===== config.mk =====
export PLATFORM = sky130hd
export DESIGN_NAME = colorkey_sprite_store_emitter_flat
export DESIGN_NICKNAME = d
export VERILOG_FILES = /design/src/csse_pkg.sv /design/src/csse_ifs.sv /design/src/csse_cfg.sv /design/src/csse_front.sv /design/src/csse_queue.sv /design/src/csse_back.sv /design/src/colorkey_sprite_store_emitter.sv /design/src/flat_wrapper.sv
export VERILOG_INCLUDE_DIRS = /design/src /design/src/src
export SDC_FILE = /design/constraint.sdc
export NUM_CORES = 1
export LEC_CHECK = 0
export ABC_AREA = 1
export BUFFER_PORTS_ARGS = -buffer_cell sky130_fd_sc_hd__buf_2
export CAP_MARGIN = 40
export CORE_MARGIN = 2
export CORE_UTILIZATION = 41
export CTS_CLUSTER_DIAMETER = 30
export DETAILED_ROUTE_END_ITERATION = 10
export PLACE_DENSITY = 0.6
export SETUP_SLACK_MARGIN = 0.05
export SLEW_MARGIN = 5
export SYNTH_ARGS = -nofsm -noshare
export SYNTH_HDL_FRONTEND = slang
export SYNTH_SLANG_ARGS = --single-unit

===== constraint.sdc =====
create_clock -name clk -period 13.39 [get_ports clk]
set_input_delay 1.339 -clock clk [delete_from_list [all_inputs] [get_ports clk]]
set_output_delay 1.339 -clock clk [all_outputs]
set_load 0.005 [all_outputs]

===== src/colorkey_sprite_store_emitter_macros.svh =====
// Assertion macros used by the sprite store emitter RTL top level.
// Uses clk and rst_n from the scope of the module that includes it.
`ifndef COLORKEY_SPRITE_STORE_EMITTER_MACROS_SVH
`define COLORKEY_SPRITE_STORE_EMITTER_MACROS_SVH

`ifndef NO_ASSERTIONS

// pre holds -> post holds in the same cycle
`define CSSE_ASSERT_IMPLY(label, pre, post) \
    label: assert property (@(posedge clk) disable iff (!rst_n) (pre) |-> (post)) \
        else $error("csse: same-cycle check failed");

// pre holds -> post holds in the next cycle
`define CSSE_ASSERT_NEXT(label, pre, post) \
    label: assert property (@(posedge clk) disable iff (!rst_n) (pre) |=> (post)) \
        else $error("csse: next-cycle check failed");

`else

`define CSSE_ASSERT_IMPLY(label, pre, post)
`define CSSE_ASSERT_NEXT(label, pre, post)

`endif

`endif


===== src/csse_pkg.sv =====
// Shared types, constants and register map of the color-key sprite store emitter.
// No dependencies; every other file but the macros header imports this package.
package csse_pkg;

    localparam int PIXEL_W  = 8;
    localparam int VALUE_W  = 32;
    localparam int OFFSET_W = 12;
    localparam int KEY_W    = 8;
    localparam int PITCH_W  = 16;
    localparam int SWIDTH_W = 13;
    localparam int BUF_W    = 24;

    localparam int MAX_WIDTH_DEF   = 4096;
    localparam int QUEUE_DEPTH_DEF = 4;

    // APB register map
    localparam int APB_AW = 4;
    localparam int APB_DW = 32;
    localparam logic [1:0] REG_COLOR_KEY    = 2'd0;
    localparam logic [1:0] REG_FB_PITCH     = 2'd1;
    localparam logic [1:0] REG_SPRITE_WIDTH = 2'd2;

    localparam logic [KEY_W-1:0]    COLOR_KEY_RST    = 8'd0;
    localparam logic [PITCH_W-1:0]  FB_PITCH_RST     = 16'd320;
    localparam logic [SWIDTH_W-1:0] SPRITE_WIDTH_RST = 13'd16;

    typedef enum logic [1:0] {
        KIND_ADD  = 2'd0,
        KIND_BYTE = 2'd1,
        KIND_HALF = 2'd2,
        KIND_WORD = 2'd3
    } kind_t;

    typedef struct packed {
        kind_t               kind;
        logic [VALUE_W-1:0]  value;
        logic [OFFSET_W-1:0] offset;
    } cmd_t;

    // One queue entry: all commands caused by one pixel (one or two)
    typedef struct packed {
        logic two;
        cmd_t first;
        cmd_t second;
    } rec_t;

    typedef struct packed {
        logic full;
        logic empty;
    } q_stat_t;

    typedef struct packed {
        logic [KEY_W-1:0]    color_key;
        logic [PITCH_W-1:0]  fb_pitch;
        logic [SWIDTH_W-1:0] sprite_width;
    } cfg_t;

    typedef enum logic {
        SEL_FIRST,
        SEL_SECOND
    } sel_t;

endpackage


===== src/csse_ifs.sv =====
// Stream interfaces of the sprite store emitter: pixel input and command output.
// Depends on csse_pkg for field widths.
interface csse_pix_if
    import csse_pkg::*;
();
    logic               valid;
    logic               ready;
    logic [PIXEL_W-1:0] pixel;
    logic               sprite_end;

    modport source (output valid, pixel, sprite_end, input ready);
    modport sink   (input valid, pixel, sprite_end, output ready);
endinterface

interface csse_cmd_if
    import csse_pkg::*;
();
    logic                valid;
    logic                ready;
    logic [1:0]          kind;
    logic [VALUE_W-1:0]  value;
    logic [OFFSET_W-1:0] offset;
    logic                last;

    modport source (output valid, kind, value, offset, last, input ready);
    modport sink   (input valid, kind, value, offset, last, output ready);
endinterface


===== src/csse_cfg.sv =====
// APB configuration registers: color key, framebuffer pitch, sprite width.
// Depends on csse_pkg for the register map and reset values.
module csse_cfg
    import csse_pkg::*;
(
    input  logic              clk,
    input  logic              rst_n,
    input  logic              psel,
    input  logic              penable,
    input  logic              pwrite,
    input  logic [APB_AW-1:0] paddr,
    input  logic [APB_DW-1:0] pwdata,
    output logic [APB_DW-1:0] prdata,
    output logic              pready,
    output cfg_t              cfg
);

    cfg_t       cfg_reg;
    logic       wr_en;
    logic [1:0] idx;

    assign pready = 1'b1;
    assign idx    = paddr[3:2];
    assign wr_en  = psel && penable && pwrite && pready;
    assign cfg    = cfg_reg;

    always_ff @(posedge clk or negedge rst_n)
    begin
        if (!rst_n)
        begin
            cfg_reg.color_key    <= COLOR_KEY_RST;
            cfg_reg.fb_pitch     <= FB_PITCH_RST;
            cfg_reg.sprite_width <= SPRITE_WIDTH_RST;
        end
        else if (wr_en)
        begin
            case (idx)
                REG_COLOR_KEY:    cfg_reg.color_key    <= pwdata[KEY_W-1:0];
                REG_FB_PITCH:     cfg_reg.fb_pitch     <= pwdata[PITCH_W-1:0];
                REG_SPRITE_WIDTH: cfg_reg.sprite_width <= pwdata[SWIDTH_W-1:0];
                default:          ;
            endcase
        end
    end

    always_comb
    begin
        case (idx)
            REG_COLOR_KEY:    prdata = APB_DW'(cfg_reg.color_key);
            REG_FB_PITCH:     prdata = APB_DW'(cfg_reg.fb_pitch);
            REG_SPRITE_WIDTH: prdata = APB_DW'(cfg_reg.sprite_width);
            default:          prdata = '0;
        endcase
    end

endmodule


===== src/csse_front.sv =====
// Front end: accepts pixels, tracks runs and the pending add, builds command records.
// Depends on csse_pkg and csse_pix_if.
module csse_front
    import csse_pkg::*;
#(
    parameter int MAX_WIDTH = MAX_WIDTH_DEF
)
(
    input  logic    clk,
    input  logic    rst_n,
    input  cfg_t    cfg,
    csse_pix_if.sink pix,
    input  q_stat_t q_stat,
    output logic    push,
    output rec_t    push_rec
);

    localparam int WW  = $clog2(MAX_WIDTH + 1);
    localparam int CW  = $clog2(MAX_WIDTH);
    localparam int RLW = WW;
    localparam logic signed [33:0] SAT_HI = 34'sh0_7FFF_FFFF;
    localparam logic signed [33:0] SAT_LO = -34'sh0_8000_0000;

    logic signed [VALUE_W-1:0] pend_reg, pend_next;
    logic [CW-1:0]             col_reg, col_next;
    logic [RLW-1:0]            rl_reg, rl_next;
    logic [BUF_W-1:0]          buf_reg, buf_next;
    logic                      run_reg, run_next;
    logic                      past_reg, past_next;

    logic                      accept, opaque, row_start, row_end, flush;
    logic                      add_hit, word_hit;
    logic [WW-1:0]             w_eff;
    logic signed [33:0]        pend34, dd, dd1, sum1, sum2;
    logic [VALUE_W-1:0]        sat1, inc_val;
    logic [RLW-1:0]            rl_base, rl_new;
    logic [BUF_W-1:0]          buf_base, buf_new;
    logic [1:0]                idx, rem, fcount;
    logic [OFFSET_W-1:0]       off_new, off_base;
    cmd_t                      add_cmd, word_cmd, f0, f1;

    assign pix.ready = !q_stat.full;
    assign accept    = pix.valid && pix.ready;
    assign opaque    = pix.pixel != cfg.color_key;

    // effective width: zero acts as one, clamp at MAX_WIDTH
    always_comb
    begin
        if (cfg.sprite_width == '0)
            w_eff = WW'(1);
        else if (32'(cfg.sprite_width) > 32'(MAX_WIDTH))
            w_eff = WW'(MAX_WIDTH);
        else
            w_eff = WW'(cfg.sprite_width);
    end

    assign row_start = (col_reg == '0) && past_reg;
    assign row_end   = (32'(col_reg) + 32'd1 >= 32'(w_eff)) || pix.sprite_end;

    // row delta and the two saturating sums, computed side by side
    assign pend34 = 34'(pend_reg);
    assign dd     = row_start ? ($signed(34'(cfg.fb_pitch)) - $signed(34'(w_eff))) : '0;
    assign dd1    = dd + 34'sd1;
    assign sum1   = pend34 + dd;
    assign sum2   = pend34 + dd1;

    always_comb
    begin
        if (sum1 > SAT_HI)
            sat1 = 32'h7FFF_FFFF;
        else if (sum1 < SAT_LO)
            sat1 = 32'h8000_0000;
        else
            sat1 = sum1[VALUE_W-1:0];

        // transparent pixel: saturate after the row delta, then again after +1
        if (sum1 < SAT_LO)
            inc_val = 32'h8000_0001;
        else if (sum2 > SAT_HI)
            inc_val = 32'h7FFF_FFFF;
        else
            inc_val = sum2[VALUE_W-1:0];
    end

    assign rl_base  = run_reg ? rl_reg : '0;
    assign buf_base = run_reg ? buf_reg : '0;
    assign idx      = rl_base[1:0];
    assign word_hit = opaque && run_reg && (idx == 2'd3);
    assign add_hit  = opaque && !run_reg && (sat1 != '0);
    assign rl_new   = opaque ? rl_base + RLW'(1) : rl_reg;

    always_comb
    begin
        if (!opaque)
            buf_new = buf_reg;
        else if (word_hit)
            buf_new = '0;
        else
            buf_new = buf_base | (BUF_W'(pix.pixel) << {idx, 3'b000});
    end

    assign flush    = (!opaque && run_reg) || (opaque && row_end);
    assign rem      = rl_new[1:0];
    assign off_new  = OFFSET_W'(rl_new);
    assign off_base = OFFSET_W'(rl_base);

    assign add_cmd  = '{kind: KIND_ADD, value: sat1, offset: '0};
    assign word_cmd = '{kind: KIND_WORD, value: {pix.pixel, buf_base},
                        offset: {off_base[OFFSET_W-1:2], 2'b00}};

    // remainder of a closing run
    always_comb
    begin
        f0     = '{kind: KIND_BYTE, value: {24'd0, buf_new[7:0]},
                   offset: {off_new[OFFSET_W-1:2], 2'b00}};
        f1     = '{kind: KIND_HALF, value: {16'd0, buf_new[23:8]},
                   offset: {off_new[OFFSET_W-1:2], 2'b01}};
        fcount = 2'd0;
        case (rem)
            2'd3:
            begin
                fcount = 2'd2;
            end
            2'd2:
            begin
                f0.kind  = KIND_HALF;
                f0.value = {16'd0, buf_new[15:0]};
                fcount   = 2'd1;
            end
            2'd1:
            begin
                fcount = 2'd1;
            end
            default:
            begin
                fcount = 2'd0;
            end
        endcase
        if (!flush)
            fcount = 2'd0;
    end

    always_comb
    begin
        logic [1:0] total;
        total = 2'(add_hit) + 2'(word_hit) + fcount;
        push_rec.first  = add_hit ? add_cmd : (word_hit ? word_cmd : f0);
        push_rec.second = add_hit ? f0 : f1;
        push_rec.two    = total == 2'd2;
        push            = accept && (total != 2'd0);
    end

    always_comb
    begin
        pend_next = pend_reg;
        rl_next   = rl_reg;
        buf_next  = buf_reg;
        run_next  = run_reg;
        col_next  = col_reg;
        past_next = past_reg;
        if (accept)
        begin
            if (flush)
                pend_next = VALUE_W'(rl_new) + VALUE_W'(!opaque);
            else if (opaque)
                pend_next = run_reg ? pend_reg : '0;
            else
                pend_next = inc_val;
            rl_next   = flush ? '0 : rl_new;
            buf_next  = flush ? '0 : buf_new;
            run_next  = opaque && !flush;
            col_next  = row_end ? '0 : CW'(32'(col_reg) + 32'd1);
            past_next = past_reg || row_end;
            if (pix.sprite_end)
            begin
                pend_next = '0;
                rl_next   = '0;
                buf_next  = '0;
                run_next  = 1'b0;
                col_next  = '0;
                past_next = 1'b0;
            end
        end
    end

    always_ff @(posedge clk or negedge rst_n)
    begin
        if (!rst_n)
        begin
            pend_reg <= '0;
            rl_reg   <= '0;
            buf_reg  <= '0;
            run_reg  <= 1'b0;
            col_reg  <= '0;
            past_reg <= 1'b0;
        end
        else
        begin
            pend_reg <= pend_next;
            rl_reg   <= rl_next;
            buf_reg  <= buf_next;
            run_reg  <= run_next;
            col_reg  <= col_next;
            past_reg <= past_next;
        end
    end

endmodule


===== src/csse_queue.sv =====
// Short record queue between the front end and the command emitter.
// Depends on csse_pkg for rec_t and q_stat_t.
module csse_queue
    import csse_pkg::*;
#(
    parameter int DEPTH = QUEUE_DEPTH_DEF
)
(
    input  logic    clk,
    input  logic    rst_n,
    input  logic    push,
    input  rec_t    push_rec,
    input  logic    pop,
    output rec_t    head,
    output q_stat_t stat
);

    localparam int PW = $clog2(DEPTH);
    localparam int NW = $clog2(DEPTH + 1);

    rec_t          slots [DEPTH];
    logic [PW-1:0] wr_reg, wr_next, rd_reg, rd_next;
    logic [NW-1:0] cnt_reg, cnt_next;

    assign stat.full  = cnt_reg == NW'(DEPTH);
    assign stat.empty = cnt_reg == '0;
    assign head       = slots[rd_reg];

    always_comb
    begin
        wr_next  = wr_reg;
        rd_next  = rd_reg;
        cnt_next = cnt_reg;
        if (push)
            wr_next = (wr_reg == PW'(DEPTH - 1)) ? '0 : wr_reg + PW'(1);
        if (pop)
            rd_next = (rd_reg == PW'(DEPTH - 1)) ? '0 : rd_reg + PW'(1);
        if (push && !pop)
            cnt_next = cnt_reg + NW'(1);
        else if (pop && !push)
            cnt_next = cnt_reg - NW'(1);
    end

    always_ff @(posedge clk or negedge rst_n)
    begin
        if (!rst_n)
        begin
            wr_reg  <= '0;
            rd_reg  <= '0;
            cnt_reg <= '0;
        end
        else
        begin
            wr_reg  <= wr_next;
            rd_reg  <= rd_next;
            cnt_reg <= cnt_next;
        end
    end

    always_ff @(posedge clk)
    begin
        if (push)
            slots[wr_reg] <= push_rec;
    end

endmodule


===== src/csse_back.sv =====
// Back end: unpacks queued records into single commands behind an output register.
// Depends on csse_pkg and csse_cmd_if.
module csse_back
    import csse_pkg::*;
(
    input  logic    clk,
    input  logic    rst_n,
    input  rec_t    head,
    input  q_stat_t q_stat,
    output logic    pop,
    csse_cmd_if.source cmd
);

    sel_t sel_reg, sel_next;
    logic valid_reg, valid_next;
    cmd_t cmd_reg, cmd_next;
    logic last_reg, last_next;
    logic load, is_last;

    assign cmd.valid  = valid_reg;
    assign cmd.kind   = cmd_reg.kind;
    assign cmd.value  = cmd_reg.value;
    assign cmd.offset = cmd_reg.offset;
    assign cmd.last   = last_reg;

    always_ff @(posedge clk or negedge rst_n)
    begin
        if (!rst_n)
        begin
            sel_reg   <= SEL_FIRST;
            valid_reg <= 1'b0;
            last_reg  <= 1'b0;
        end
        else
        begin
            sel_reg   <= sel_next;
            valid_reg <= valid_next;
            last_reg  <= last_next;
        end
    end

    always_ff @(posedge clk)
    begin
        cmd_reg <= cmd_next;
    end

    // refill the output register whenever a record waits and the register is empty or being taken
    always_comb
    begin
        load       = !q_stat.empty && (!valid_reg || cmd.ready);
        sel_next   = sel_reg;
        cmd_next   = cmd_reg;
        last_next  = last_reg;
        valid_next = valid_reg && !cmd.ready;
        is_last    = 1'b1;
        case (sel_reg)
            SEL_FIRST:
            begin
                is_last = !head.two;
                if (load)
                begin
                    cmd_next = head.first;
                    sel_next = is_last ? SEL_FIRST : SEL_SECOND;
                end
            end
            SEL_SECOND:
            begin
                is_last = 1'b1;
                if (load)
                begin
                    cmd_next = head.second;
                    sel_next = SEL_FIRST;
                end
            end
            default:
            begin
                sel_next = SEL_FIRST;
            end
        endcase
        if (load)
        begin
            valid_next = 1'b1;
            last_next  = is_last;
        end
        pop = load && is_last;
    end

endmodule


===== src/colorkey_sprite_store_emitter.sv =====
// Top level of the color-key sprite store emitter: config port, front end, queue, back end.
// Depends on csse_pkg, csse_ifs, csse_cfg, csse_front, csse_queue, csse_back and the macros.
//
//  channel | dir | handshake            | payload
//  --------+-----+----------------------+---------------------------------
//  pix     | in  | valid/ready          | pixel[7:0], sprite_end
//  cmd     | out | valid/ready          | kind[1:0], value[31:0], offset[11:0], last
//  APB     | in  | psel/penable/pready  | paddr[3:0], pwdata[31:0], prdata[31:0]
//
// One pixel is taken per cycle while the record queue has room; the front end
// does all per-pixel work (key compare, run counters, saturating add) in that cycle.
// Each pixel yields zero, one or two commands; the back end sends one command per cycle
// while cmd.ready is high, and the queue absorbs bursts of two-command pixels.
// Reset clears the run state and loads the register defaults; nothing needs clearing after.
// A stalled cmd side fills the queue (QUEUE_DEPTH records), then pix.ready drops.
`include "colorkey_sprite_store_emitter_macros.svh"

module colorkey_sprite_store_emitter
    import csse_pkg::*;
#(
    parameter int MAX_WIDTH   = MAX_WIDTH_DEF,
    parameter int QUEUE_DEPTH = QUEUE_DEPTH_DEF
)
(
    input  logic              clk,
    input  logic              rst_n,
    input  logic              psel,
    input  logic              penable,
    input  logic              pwrite,
    input  logic [APB_AW-1:0] paddr,
    input  logic [APB_DW-1:0] pwdata,
    output logic [APB_DW-1:0] prdata,
    output logic              pready,
    csse_pix_if.sink          pix,
    csse_cmd_if.source        cmd
);

    cfg_t    cfg;
    q_stat_t q_stat;
    logic    front_push;
    rec_t    front_rec;
    logic    back_pop;
    rec_t    q_head;

    // configuration registers, to be written only while the block is idle; the block does not enforce this
    csse_cfg u_cfg (
        .clk     (clk),
        .rst_n   (rst_n),
        .psel    (psel),
        .penable (penable),
        .pwrite  (pwrite),
        .paddr   (paddr),
        .pwdata  (pwdata),
        .prdata  (prdata),
        .pready  (pready),
        .cfg     (cfg)
    );

    // classify pixels and build one record of commands per pixel that yields any
    csse_front #(
        .MAX_WIDTH (MAX_WIDTH)
    ) u_front (
        .clk      (clk),
        .rst_n    (rst_n),
        .cfg      (cfg),
        .pix      (pix),
        .q_stat   (q_stat),
        .push     (front_push),
        .push_rec (front_rec)
    );

    // hold records so the two sides stall independently
    csse_queue #(
        .DEPTH (QUEUE_DEPTH)
    ) u_queue (
        .clk      (clk),
        .rst_n    (rst_n),
        .push     (front_push),
        .push_rec (front_rec),
        .pop      (back_pop),
        .head     (q_head),
        .stat     (q_stat)
    );

    // drain records one command at a time
    csse_back u_back (
        .clk    (clk),
        .rst_n  (rst_n),
        .head   (q_head),
        .q_stat (q_stat),
        .pop    (back_pop),
        .cmd    (cmd)
    );

    // never push into a full queue
    `CSSE_ASSERT_IMPLY(a_no_overflow, q_stat.full, !front_push)
    // the second command of a pixel follows right behind the first
    `CSSE_ASSERT_NEXT(a_second_ready, cmd.valid && cmd.ready && !cmd.last, cmd.valid)
    // an add carries a nonzero amount and no offset
    `CSSE_ASSERT_IMPLY(a_add_shape, cmd.valid && cmd.kind == KIND_ADD, cmd.offset == '0 && cmd.value != '0)

endmodule


===== src/flat_wrapper.sv =====
// flat-port wrapper written by rule: the top's interface ports become plain ports
module colorkey_sprite_store_emitter_flat import csse_pkg::*;
#(
    parameter int MAX_WIDTH   = MAX_WIDTH_DEF,
    parameter int QUEUE_DEPTH = QUEUE_DEPTH_DEF
)
  (clk, rst_n, psel, penable, pwrite, paddr, pwdata, prdata, pready, pix_valid, pix_pixel, pix_sprite_end, pix_ready, cmd_valid, cmd_kind, cmd_value, cmd_offset, cmd_last, cmd_ready);
  csse_pix_if pix_i ();
  csse_cmd_if cmd_i ();
  input  logic clk;
  input  logic rst_n;
  input  logic psel;
  input  logic penable;
  input  logic pwrite;
  input  logic [APB_AW-1:0] paddr;
  input  logic [APB_DW-1:0] pwdata;
  output logic [APB_DW-1:0] prdata;
  output logic pready;
  input wire logic [$bits(pix_i.valid)-1:0] pix_valid;
  input wire logic [$bits(pix_i.pixel)-1:0] pix_pixel;
  input wire logic [$bits(pix_i.sprite_end)-1:0] pix_sprite_end;
  output wire logic [$bits(pix_i.ready)-1:0] pix_ready;
  output wire logic [$bits(cmd_i.valid)-1:0] cmd_valid;
  output wire logic [$bits(cmd_i.kind)-1:0] cmd_kind;
  output wire logic [$bits(cmd_i.value)-1:0] cmd_value;
  output wire logic [$bits(cmd_i.offset)-1:0] cmd_offset;
  output wire logic [$bits(cmd_i.last)-1:0] cmd_last;
  input wire logic [$bits(cmd_i.ready)-1:0] cmd_ready;
  assign pix_i.valid = pix_valid;
  assign pix_i.pixel = pix_pixel;
  assign pix_i.sprite_end = pix_sprite_end;
  assign pix_ready = pix_i.ready;
  assign cmd_valid = cmd_i.valid;
  assign cmd_kind = cmd_i.kind;
  assign cmd_value = cmd_i.value;
  assign cmd_offset = cmd_i.offset;
  assign cmd_last = cmd_i.last;
  assign cmd_i.ready = cmd_ready;
  colorkey_sprite_store_emitter #(.MAX_WIDTH(MAX_WIDTH), .QUEUE_DEPTH(QUEUE_DEPTH)) u_core (.clk(clk), .rst_n(rst_n), .psel(psel), .penable(penable), .pwrite(pwrite), .paddr(paddr), .pwdata(pwdata), .prdata(prdata), .pready(pready), .pix(pix_i), .cmd(cmd_i));
endmodule

==> results of run 1 <==
==> cells by family after synthesis <==
| logic type | Yosys count | synth area share (%) |
|---|---|---|
| adders and majority gates | 79 | 4.062 |
| and+or+nand+nor | 1249 | 20.11 |
| xor gates and xnor gates | 86 | 2.982 |
| buffers and inverters | 413 | 6.628 |
| muxes | 1 | 0.04458 |
| DFF | 471 | 53.44 |
| other | 2 | 0.02973 |
| AOI/OAI and AO/OA | 572 | 12.71 |
==> tightest hold or removal path: cells and delay by family (launching register included) <==
kind / cells / cell delay [ns]
AO/OA/AOI/OAI: 1 / 0.06
flip-flops: 1 / 0.34
AND/OR/NAND/NOR: 1 / 0.05
==> cell usage in the layout, fill, tap and decap left out, types with 18 or more instances in the layout <==
| cell type | count |
|---|---|
| inv_1 | 256 |
| a31oi_1 | 38 |
| nand3_1 | 138 |
| o22ai_1 | 63 |
| edfxtp_1 | 341 |
| xnor2_1 | 20 |
| conb_1 | 18 |
| nand4_1 | 25 |
| buf_4 | 25 |
| clkbuf_16 | 100 |
| a21oi_1 | 84 |
| ha_1 | 74 |
| dfrtp_1 | 125 |
| buf_2 | 96 |
| xor2_1 | 66 |
| nor3_1 | 19 |
| o21ai_0 | 308 |
| nor2_1 | 412 |
| clkinv_1 | 20 |
| nand2_1 | 610 |
==> worst min path at each step <==
stage          cells after the start                   startpoint                           to
2_1_floorplan                      2         u_core.u_cfg.cfg[13]         u_core.u_cfg.cfg[13]
4_1_cts                            2  u_core.u_front.pend_reg[22]  u_core.u_front.pend_reg[22]
6_report                           2  u_core.u_front.pend_reg[22]  u_core.u_front.pend_reg[22]
3_5_place_dp                       2  u_core.u_front.pend_reg[22]  u_core.u_front.pend_reg[22]
3_3_place_gp                       2         u_core.u_cfg.cfg[13]         u_core.u_cfg.cfg[13]
5_1_grt                            2  u_core.u_front.pend_reg[22]  u_core.u_front.pend_reg[22]
==> power by group through the flow <==
| stage | clock network, mW | logic, mW | registers (mW) |
|---|---|---|---|
| CTS | 2.42 | 1.90 | 2.27 |
| finish | 2.38 | 1.89 | 2.27 |
| floorplan | 0 | 1.30 | 2.24 |
| global placement | 0 | 1.83 | 2.28 |
| global route | 2.50 | 2.11 | 2.30 |
| detailed placement | 0 | 1.89 | 2.29 |
==> cells in the mapped netlist (7+ instances only) <==
cell type	count	share of area, %
inv_1	259	3.8
nand2_1	611	9.1
dfrtp_1	127	13
clkbuf_1	98	1.5
buf_1	17	0.25
nor3_1	19	0.38
nand3_1	138	2.7
ha_1	74	3.7
nor2_2	7	0.17
a31oi_1	38	0.94
buf_4	20	0.59
a211oi_1	11	0.33
nand2_2	14	0.35
o211ai_1	9	0.27
o21bai_1	11	0.33
xnor2_1	20	0.69
o21a_1	8	0.24
o21ai_0	309	6.1
inv_2	7	0.10
o22ai_1	63	1.6
nand4_1	25	0.62
a21oi_1	85	1.7
nor2_1	417	6.2
xor2_1	66	2.3
edfxtp_1	341	41
==> layout make-up <==
| class | instances | area, sq um |
|---|---|---|
| Tap cell | 782 | 978.4 |
| Clock inverter | 69 | 714.4 |
| Timing Repair Buffer | 126 | 752.0 |
| Sequential cell | 471 | 13500 |
| Inverter | 267 | 1003 |
| Clock buffer | 117 | 2636 |
| Fill cell | 5653 | 30800 |
| Multi-Input combinational cell | 2005 | 10200 |
==> per-layer routing <==
layer  vias up  track usage (%)
li1       9896                -
met1      9880            30.98
met2       615            36.90
met3       125            3.841
met4         0            6.830
met5         -                0
==> results.sh, run 1 <==
export IMPL_status="finished, final reports clean"
export IMPL_htree_levels=3
export IMPL_r2r_start="u_core.u_cfg.cfg[8]"
export IMPL_m1WireLength_um=31980
export IMPL_slowest_stage="buf_4"
export IMPL_r2r_end="u_core.u_queue.slots[1][59]"
export IMPL_antenna_found_initial=0
export IMPL_hold_viol_final=0
export IMPL_cts_tree="built"
export IMPL_cts_made_buffers=100
export IMPL_syn_avg_cell_area_sq_um=8.791
export IMPL_largest_reg_flops=296
export IMPL_worst_slack_ns=3.756
export IMPL_die_area_sq_um=63610
export IMPL_grt_pass1_vias=19770
export IMPL_max_stage_delay_ns=0.66
export IMPL_synth_async_sr_flop_share_pct=27.60
export IMPL_holdWs_ns=0.4900
export IMPL_dr_max_layer_used="met4"
export IMPL_fin_area_sq_um=29780
export IMPL_critPathLaunch="u_core.u_cfg.cfg[8]"
export IMPL_critPathRequiredTime_ns=13.66
export IMPL_wl_um=71870
export IMPL_fin_skew_ns=0.05336
export IMPL_drc=0
export IMPL_drtPass1Iterations=5
export IMPL_finalMaxSlewViolations=0
export IMPL_path_clk_slew_ns=0.05
export IMPL_drive_gt1_share_pct=11.33
export IMPL_globalplace_congestion=0.9396
export IMPL_rr_worst_depth=38
export IMPL_numClockSinks=471
export IMPL_grt_max_degree=89
export IMPL_crit_end="u_core.u_queue.slots[1][59]"
export IMPL_dr_total_vias=20520
export IMPL_crit_path_max_fanout=47
export IMPL_grt_pass1_wl_um=111600
export IMPL_fin_crit_sh_pct=71.95
export IMPL_dr_wl_met2_um=34150
export IMPL_portBuffers=97
export IMPL_yosysSeqAreaShare_pct=53.44
export IMPL_ys_ff_latch=471
export IMPL_cp_depth=38
export IMPL_grt_util_all_layers_pct=22.63
export IMPL_critPathKind="reg -> reg"
export IMPL_die_w_um=252.2
export IMPL_synth_cells=2873
export IMPL_start_util_pct=41.69
export IMPL_synthDistinctLibCells=56
export IMPL_dpl_hpwl_um=49460
export IMPL_power_frac_clock_pct=36.4
export IMPL_yosys_warnings=0
export IMPL_area_growth_pct=17.92
export IMPL_cts_setup_buffers=0
export IMPL_io_pins=134
export IMPL_total_power_mw=6.542
export IMPL_fp_row_count=90
export IMPL_antenna_cells=0
export IMPL_place_area_sq_um=26430
export IMPL_relSlewSlack_pct=35.90
export IMPL_finalNetCount=3102
export IMPL_pwr_share_comb_pct=28.9
export IMPL_cts_resized=0
export IMPL_preCtsSetupSlack_ns=3.722
export IMPL_rsz0062_at_grt="no"
export IMPL_cts_root_buf="clkbuf_16"
export IMPL_crit_top_cell="nand2_1"
export IMPL_vdd_drop_max_v=0.0001297
export IMPL_synth_edff_count=341
export IMPL_power_density_nw_per_um2=219.6
export IMPL_final_min_clock_period_ns=9.634
export IMPL_cts_buffer_depth=3
export IMPL_fin_setup_tns_ns=0
export IMPL_fmaxAchievable_mhz=103.8
export IMPL_min_path_type="reg -> reg"
export IMPL_insertion_delay_ns=0.66
export IMPL_ys_flop_type="edfxtp_1"
export IMPL_wl_met3_um=3934
export IMPL_hold_buffers=0
export IMPL_core_sq_um=60580
export IMPL_reg2reg_slack_ns=3.76
export IMPL_drtIter0Drc=1622
export IMPL_tightest_slew_ns=0.9557
export IMPL_path_delay_family="simple AND/OR/NAND/NOR gates"
export IMPL_die_y_um=252.2
export IMPL_p_sw_mw=2.308
export IMPL_detail_route_wl_per_cell_um=18.73
export IMPL_ant_nets=0
export IMPL_seqPwrFrac_pct=34.7
export IMPL_final_setup_viol_count=0
export IMPL_crit_buf_inv=5
export IMPL_grt_remaining_overflow=0
export IMPL_drv_cap=0
export IMPL_end_kind="flop"
export IMPL_syn_area_sq_um=25260
export IMPL_placed_cells=3651
export IMPL_swShare_pct=35.29
export IMPL_p_leak_nw=13.07
export IMPL_p_int_mw=4.233
export IMPL_via_per_inst=5.347
export IMPL_stdcell_count=3837
export IMPL_fin_util_pct=49.16
export IMPL_worstPathArrival_ns=9.90
export IMPL_cp_start_kind="flop"
(Power assumes the default switching activity.)
==> inputs of run 2 (changes only) <==
--- a/config.mk
+++ b/config.mk
@@ -6,14 +6,14 @@
 export SDC_FILE = /design/constraint.sdc
 export NUM_CORES = 1
 export LEC_CHECK = 0
-export ABC_AREA = 1
+export ABC_AREA = 0
 export BUFFER_PORTS_ARGS = -buffer_cell sky130_fd_sc_hd__buf_2
 export CAP_MARGIN = 40
 export CORE_MARGIN = 2
 export CORE_UTILIZATION = 41
 export CTS_CLUSTER_DIAMETER = 30
 export DETAILED_ROUTE_END_ITERATION = 10
-export PLACE_DENSITY = 0.6
+export PLACE_DENSITY = 0.62
 export SETUP_SLACK_MARGIN = 0.05
 export SLEW_MARGIN = 5
 export SYNTH_ARGS = -nofsm -noshare
==> constraint.sdc (replaced) <==
create_clock -name clk -period 8.69 [get_ports clk]
set_input_delay 0.869 -clock clk [delete_from_list [all_inputs] [get_ports clk]]
set_output_delay 0.869 -clock clk [all_outputs]
set_load 0.005 [all_outputs]
==> run 2 against run 1 <==
Power rose by 62%. Global-route usage fell by 1.9 points. Clock power is 62% higher. Critical path type unchanged. Flip-flop and latch count is the same.
==> results.sh, run 2 <==
export IMPL_die_area_sq_um=60620
export IMPL_layout_commonest_cell="edfxtp_1"
export IMPL_fin_setup_tns_ns=0
export IMPL_area_growth_pct=21.74
export IMPL_yosysSeqAreaShare_pct=56.11
export IMPL_fp_row_count=88
export IMPL_ys_ff_latch=471
export IMPL_drtIter0Drc=1491
export IMPL_regArea_sq_um=13500
export IMPL_path_clk_slew_ns=0.05
export IMPL_synth_edff_count=341
export IMPL_wl_um=61740
export IMPL_crit_top_cell="a21o_1"
export IMPL_critPathRequiredTime_ns=9.24
export IMPL_status="finished, final reports clean"
export IMPL_portBuffers=97
export IMPL_die_y_um=246.2
export IMPL_max_stage_delay_ns=0.59
export IMPL_hold_buffers=0
export IMPL_ant_nets=0
export IMPL_final_setup_viol_count=0
export IMPL_grt_max_degree=73
export IMPL_via_per_inst=5.665
export IMPL_antenna_found_initial=0
export IMPL_multiInputGateArea_sq_um=10010
export IMPL_drc=0
export IMPL_dpl_hpwl_um=42720
export IMPL_end_kind="flop"
export IMPL_cts_buffer_depth=3
export IMPL_p_leak_nw=11.30
export IMPL_relSlewSlack_pct=38.68
export IMPL_place_area_sq_um=25720
export IMPL_yosys_warnings=0
export IMPL_critPathKind="reg -> reg"
export IMPL_fmaxAchievable_mhz=122.1
export IMPL_cp_start_kind="flop"
export IMPL_finalMaxSlewViolations=0
export IMPL_antenna_cells=0
export IMPL_holdWs_ns=0.2811
export IMPL_synthDistinctLibCells=79
export IMPL_fin_area_sq_um=29280
export IMPL_tightest_slew_ns=0.9137
export IMPL_synth_most_common_cell="edfxtp_1"
export IMPL_finalNetCount=2202
export IMPL_reg2reg_slack_ns=0.50
export IMPL_drv_cap=0
export IMPL_synth_area_leaders="edfxtp_1 (43%), dfrtp_1 (13%), mux4_2 (6.9%)"
export IMPL_grt_util_all_layers_pct=20.78
export IMPL_cts_tree="built"
export IMPL_grt_pass1_wl_um=96670
export IMPL_syn_avg_cell_area_sq_um=12.55
export IMPL_detail_route_wl_per_cell_um=21.16
export IMPL_core_sq_um=57810
export IMPL_numClockSinks=471
export IMPL_largest_reg_flops=296
export IMPL_cts_made_buffers=96
export IMPL_fin_skew_ns=0.04122
export IMPL_drive_gt1_share_pct=24.81
export IMPL_hold_viol_final=0
export IMPL_syn_area_sq_um=24050
export IMPL_slowest_stage="fa_1"
export IMPL_htree_levels=3
export IMPL_start_util_pct=41.61
export IMPL_final_min_clock_period_ns=8.189
export IMPL_fin_crit_sh_pct=94.24
export IMPL_synthTopCellsByCount="edfxtp_1 (341), nand2_1 (180), nor2_1 (132)"
export IMPL_rsz0062_at_grt="no"
export IMPL_grt_remaining_overflow=0
export IMPL_synth_async_sr_flop_share_pct=27.60
export IMPL_fill_cells=4940
export IMPL_ys_flop_type="edfxtp_1"
export IMPL_layout_common_cells="edfxtp_1 (341), nand2_1 (179), nor2_1 (130)"
export IMPL_grt_pass1_vias=16830
export IMPL_insertion_delay_ns=0.66
export IMPL_vdd_drop_max_v=0.0001947
export IMPL_cts_root_buf="clkbuf_16"
export IMPL_yosys_area_top_type="edfxtp_1"
export IMPL_crit_path_max_fanout=8
export IMPL_dr_total_vias=16530
export IMPL_die_w_um=246.2
export IMPL_netlist_area_leader_share_pct=42.57
export IMPL_worstPathArrival_ns=8.74
export IMPL_io_pins=134
export IMPL_min_path_type="in -> async"
export IMPL_power_density_nw_per_um2=362.3
export IMPL_synth_cells=1917
export IMPL_globalplace_congestion=0.9249
export IMPL_drtPass1Iterations=7
run 2: through the flow:
stage	setup slack, ns	std cells	util (%)	power (mW)
after global routing	0.07380	2917	50.66	11.14
after detailed placement	0.08592	2732	44.50	6.794
after floorplan	0.2163	1933	-	5.654
final	0.5006	2917	50.66	10.61
after CTS	0.06176	2911	50.49	10.70
after global placement	0.2202	2722	44.24	6.655
run 2: final timing paths:
kind,end,startpoint,depth (start not counted)
setup / recovery,u_core.u_queue.cnt_reg[2],u_core.u_cfg.cfg[5],35
hold / removal,u_core.u_front.col_reg[6],rst_n,1
setup reg to reg,u_core.u_queue.cnt_reg[2],u_core.u_cfg.cfg[5],35
hold reg to reg,u_core.u_back.cmd.last,u_core.u_back.cmd.last,2
max in group asynchronous,u_core.u_front.pend_reg[28],rst_n,2
min in group clk,u_core.u_cfg.cfg[26],pwdata[13],2
run 2: where the power goes:
part | total (mW) | internal (mW) | switching [mW] | leakage, nW
sequential | 3.67 | 3.41 | 0.263 | 4.90
combinational | 3.08 | 1.35 | 1.74 | 4.74
clock | 3.85 | 2.57 | 1.29 | 1.66
run 2: logic make-up (layout without fill, tap and decap cells):
kind of cell	Yosys count	after routing	synth area share, %
simple gates	530	530	10.44
flops	471	471	56.11
compound gates	415	415	11.80
buf+inv	164	383	2.986
mux	156	156	10.73
xor+xnor	100	100	3.641
fa+ha+maj	79	79	4.266
other cells	2	18	0.03122
run 2: worst max-delay path: cells and delay by family, from the launching register on:
family                   cells  cell delay, ns
flip-flops                   1            0.40
adder cells (fa/ha/maj)      6            1.85
XOR/XNOR                     4            0.72
AND/OR/NAND/NOR              7            1.70
buffers and inverters        4            0.45
AO/OA/AOI/OAI               14            2.97
run 2: per-layer routing:
| layer | up-vias | part of all wire (%) | global-route usage [%] |
|---|---|---|---|
| met5 | - | 0 | 0 |
| met4 | 0 | 2.8 | 7.701 |
| met3 | 109 | 6.3 | 3.965 |
| met2 | 567 | 47 | 33.11 |
| met1 | 8282 | 44 | 28.24 |
| li1 | 7567 | - | - |
run 2: what timing repair did:
action / in CTS / in global routing
setup endpoints to repair: 0 / 298
setup buffers: 0 / 6
gates resized for setup: 0 / 12
run 2: final cells by class:
class | instances | area share (%)
inverters | 38 | 0.4871
flip-flops and latches | 471 | 46.11
well taps | 765 | 3.269
clock inverters | 76 | 3.393
clock buffers | 103 | 8.439
repair buffers | 166 | 4.119
multi-input cells | 1298 | 34.18
==> inputs of run 3 (changes only) <==
--- a/config.mk
+++ b/config.mk
@@ -10,10 +10,10 @@
 export BUFFER_PORTS_ARGS = -buffer_cell sky130_fd_sc_hd__buf_2
 export CAP_MARGIN = 40
 export CORE_MARGIN = 2
-export CORE_UTILIZATION = 41
+export CORE_UTILIZATION = 55
 export CTS_CLUSTER_DIAMETER = 30
 export DETAILED_ROUTE_END_ITERATION = 10
-export PLACE_DENSITY = 0.62
+export PLACE_DENSITY = 0.79
 export SETUP_SLACK_MARGIN = 0.05
 export SLEW_MARGIN = 5
 export SYNTH_ARGS = -nofsm -noshare
==> run 3 against run 2 <==
Routed wire length grew 2.7%. Power down 1.9%. Global-route usage increased by 8.0 points. Via count increased by 3.7%. Sequential power about the same. Maximum frequency down 1.4%. Clock skew shrank 0.0085 ns. Sequential share of layout area rose by 0.73 points. Critical path type unchanged. Critical endpoint unchanged.
==> results.sh, run 3 (synthesized netlist as in run 2, its figures left out) <==
export IMPL_area_growth_pct=19.83
export IMPL_cts_made_buffers=94
export IMPL_dr_wl_met2_um=30150
export IMPL_slowest_stage="fa_1"
export IMPL_regArea_sq_um=13500
export IMPL_dr_total_vias=17140
export IMPL_cp_start_kind="flop"
export IMPL_vdd_drop_max_v=0.0002448
export IMPL_detail_route_wl_per_cell_um=23.21
export IMPL_m1WireLength_um=25430
export IMPL_wl_met3_um=5182
export IMPL_final_setup_viol_count=0
export IMPL_hold_viol_final=0
export IMPL_drc=0
export IMPL_crit_path_max_fanout=9
export IMPL_cts_root_buf="clkbuf_16"
export IMPL_critPathRequiredTime_ns=9.24
export IMPL_layout_common_cells="edfxtp_1 (341), nand2_1 (178), nor2_1 (130)"
export IMPL_grt_pass1_vias=17300
export IMPL_insertion_delay_ns=0.66
export IMPL_grt_pass1_wl_um=99190
export IMPL_drive_gt1_share_pct=24.73
export IMPL_htree_levels=3
export IMPL_status="finished, final reports clean"
export IMPL_fin_util_pct=66.91
export IMPL_final_min_clock_period_ns=8.309
export IMPL_crit_buf_inv=3
export IMPL_finalMaxSlewViolations=0
export IMPL_portBuffers=97
export IMPL_fmaxAchievable_mhz=120.4
export IMPL_via_per_inst=6.272
export IMPL_antenna_found_initial=1
export IMPL_critPathKind="reg -> reg"
export IMPL_die_y_um=213.1
export IMPL_antenna_cells=0
export IMPL_power_density_nw_per_um2=361.2
export IMPL_max_stage_delay_ns=0.60
export IMPL_multiInputGateArea_sq_um=10010
export IMPL_path_delay_family="compound AO/OA/AOI/OAI gates"
export IMPL_grt_util_all_layers_pct=28.81
export IMPL_fin_crit_sh_pct=95.61
export IMPL_grt_remaining_overflow=0
export IMPL_p_leak_nw=11.16
export IMPL_drtPass1Iterations=6
export IMPL_reg2reg_slack_ns=0.38
export IMPL_fin_setup_tns_ns=0
export IMPL_relSlewSlack_pct=37.21
export IMPL_drtIter0Drc=1496
export IMPL_layout_commonest_cell="edfxtp_1"
export IMPL_hold_buffers=0
export IMPL_rsz0062_at_grt="no"
export IMPL_tightest_slew_ns=0.9355
export IMPL_core_sq_um=43080
export IMPL_numClockSinks=471
export IMPL_start_util_pct=55.84
export IMPL_die_area_sq_um=45420
export IMPL_finalNetCount=2198
export IMPL_globalplace_congestion=0.9176
export IMPL_die_w_um=213.1
export IMPL_path_clk_slew_ns=0.06
export IMPL_fin_skew_ns=0.03276
export IMPL_worstPathArrival_ns=8.86
export IMPL_cts_buffer_depth=3
export IMPL_end_kind="flop"
export IMPL_dr_max_layer_used="met5"
export IMPL_wl_um=63400
export IMPL_cts_tree="built"
export IMPL_drv_cap=0
export IMPL_fp_row_count=76
export IMPL_grt_max_degree=62
export IMPL_fill_cells=2880
export IMPL_crit_top_cell="a21o_1"
export IMPL_dpl_hpwl_um=41350
export IMPL_io_pins=134
export IMPL_ant_nets=0
export IMPL_min_path_type="in -> async"
export IMPL_largest_reg_flops=296
==> run 3: worst paths after layout <==
| kind | startpoint | end | cells after the start |
|---|---|---|---|
| max | u_core.u_cfg.cfg[1] | u_core.u_queue.cnt_reg[2] | 34 |
| min | rst_n | u_core.u_cfg.cfg[16] | 1 |
| max reg2reg | u_core.u_cfg.cfg[1] | u_core.u_queue.cnt_reg[2] | 34 |
| min reg2reg | u_core.u_front.pend_reg[29] | u_core.u_front.pend_reg[29] | 2 |
| max in group asynchronous | rst_n | u_core.u_front.buf_reg[16] | 3 |
| min in group clk | pwdata[0] | u_core.u_cfg.cfg[13] | 3 |
==> run 3: per-stage QoR <==
stage / hold WS, ns / cells / worst slack, ns / total power, mW / area (sq um)
2_1_floorplan: 0.4563 / 1933 / 0.2163 / 5.654 / 24140
3_3_place_gp: 0.4594 / 2537 / 0.1345 / 6.522 / 25290
3_5_place_dp: 0.4711 / 2551 / 0.004437 / 6.710 / 25500
4_1_cts: 0.2204 / 2727 / 0.1003 / 10.41 / 28720
5_1_grt: 0.2623 / 2732 / 0.01103 / 10.84 / 28820
6_report: 0.2005 / 2732 / 0.3812 / 10.41 / 28820
==> run 3: cell type report <==
type / count / area share (%)
Inverter: 38 / 0.4949
Sequential cell: 471 / 46.85
Multi-Input combinational cell: 1298 / 34.72
Clock inverter: 73 / 2.800
Tap cell: 585 / 2.539
Clock buffer: 103 / 8.382
Timing Repair Buffer: 164 / 4.215
==> run 3: worst reg2reg max path: cells and delay by family (launching register included) <==
| family | cells | cell delay (ns) |
|---|---|---|
| AO/OA/AOI/OAI | 15 | 3.13 |
| adder cells (fa/ha/maj) | 6 | 1.93 |
| AND/OR/NAND/NOR | 7 | 1.89 |
| XOR/XNOR | 3 | 0.54 |
| flip-flops | 1 | 0.42 |
| buffers and inverters | 3 | 0.31 |
==> run 3: where the power goes <==
group / total [mW] / internal, mW / switching, mW / leakage, nW
registers: 3.70 / 3.41 / 0.289 / 4.90
clock network: 3.59 / 2.29 / 1.31 / 1.52
logic: 3.12 / 1.34 / 1.77 / 4.74
total: 10.4 / 7.04 / 3.37 / 11.2
==> run 3: repair_timing <==
action                     4_1_cts  5_1_grt
gates cloned                     0        0
setup endpoints to repair        1      298
gates resized for setup          1       13
pin swaps                        0        3
setup buffers                    0        4
==> run 3: routing by layer <==
metal,vias up,track usage (%)
met5,-,0
met2,924,45.49
met1,8471,38.34
met4,2,13.82
li1,7559,-
met3,179,5.971
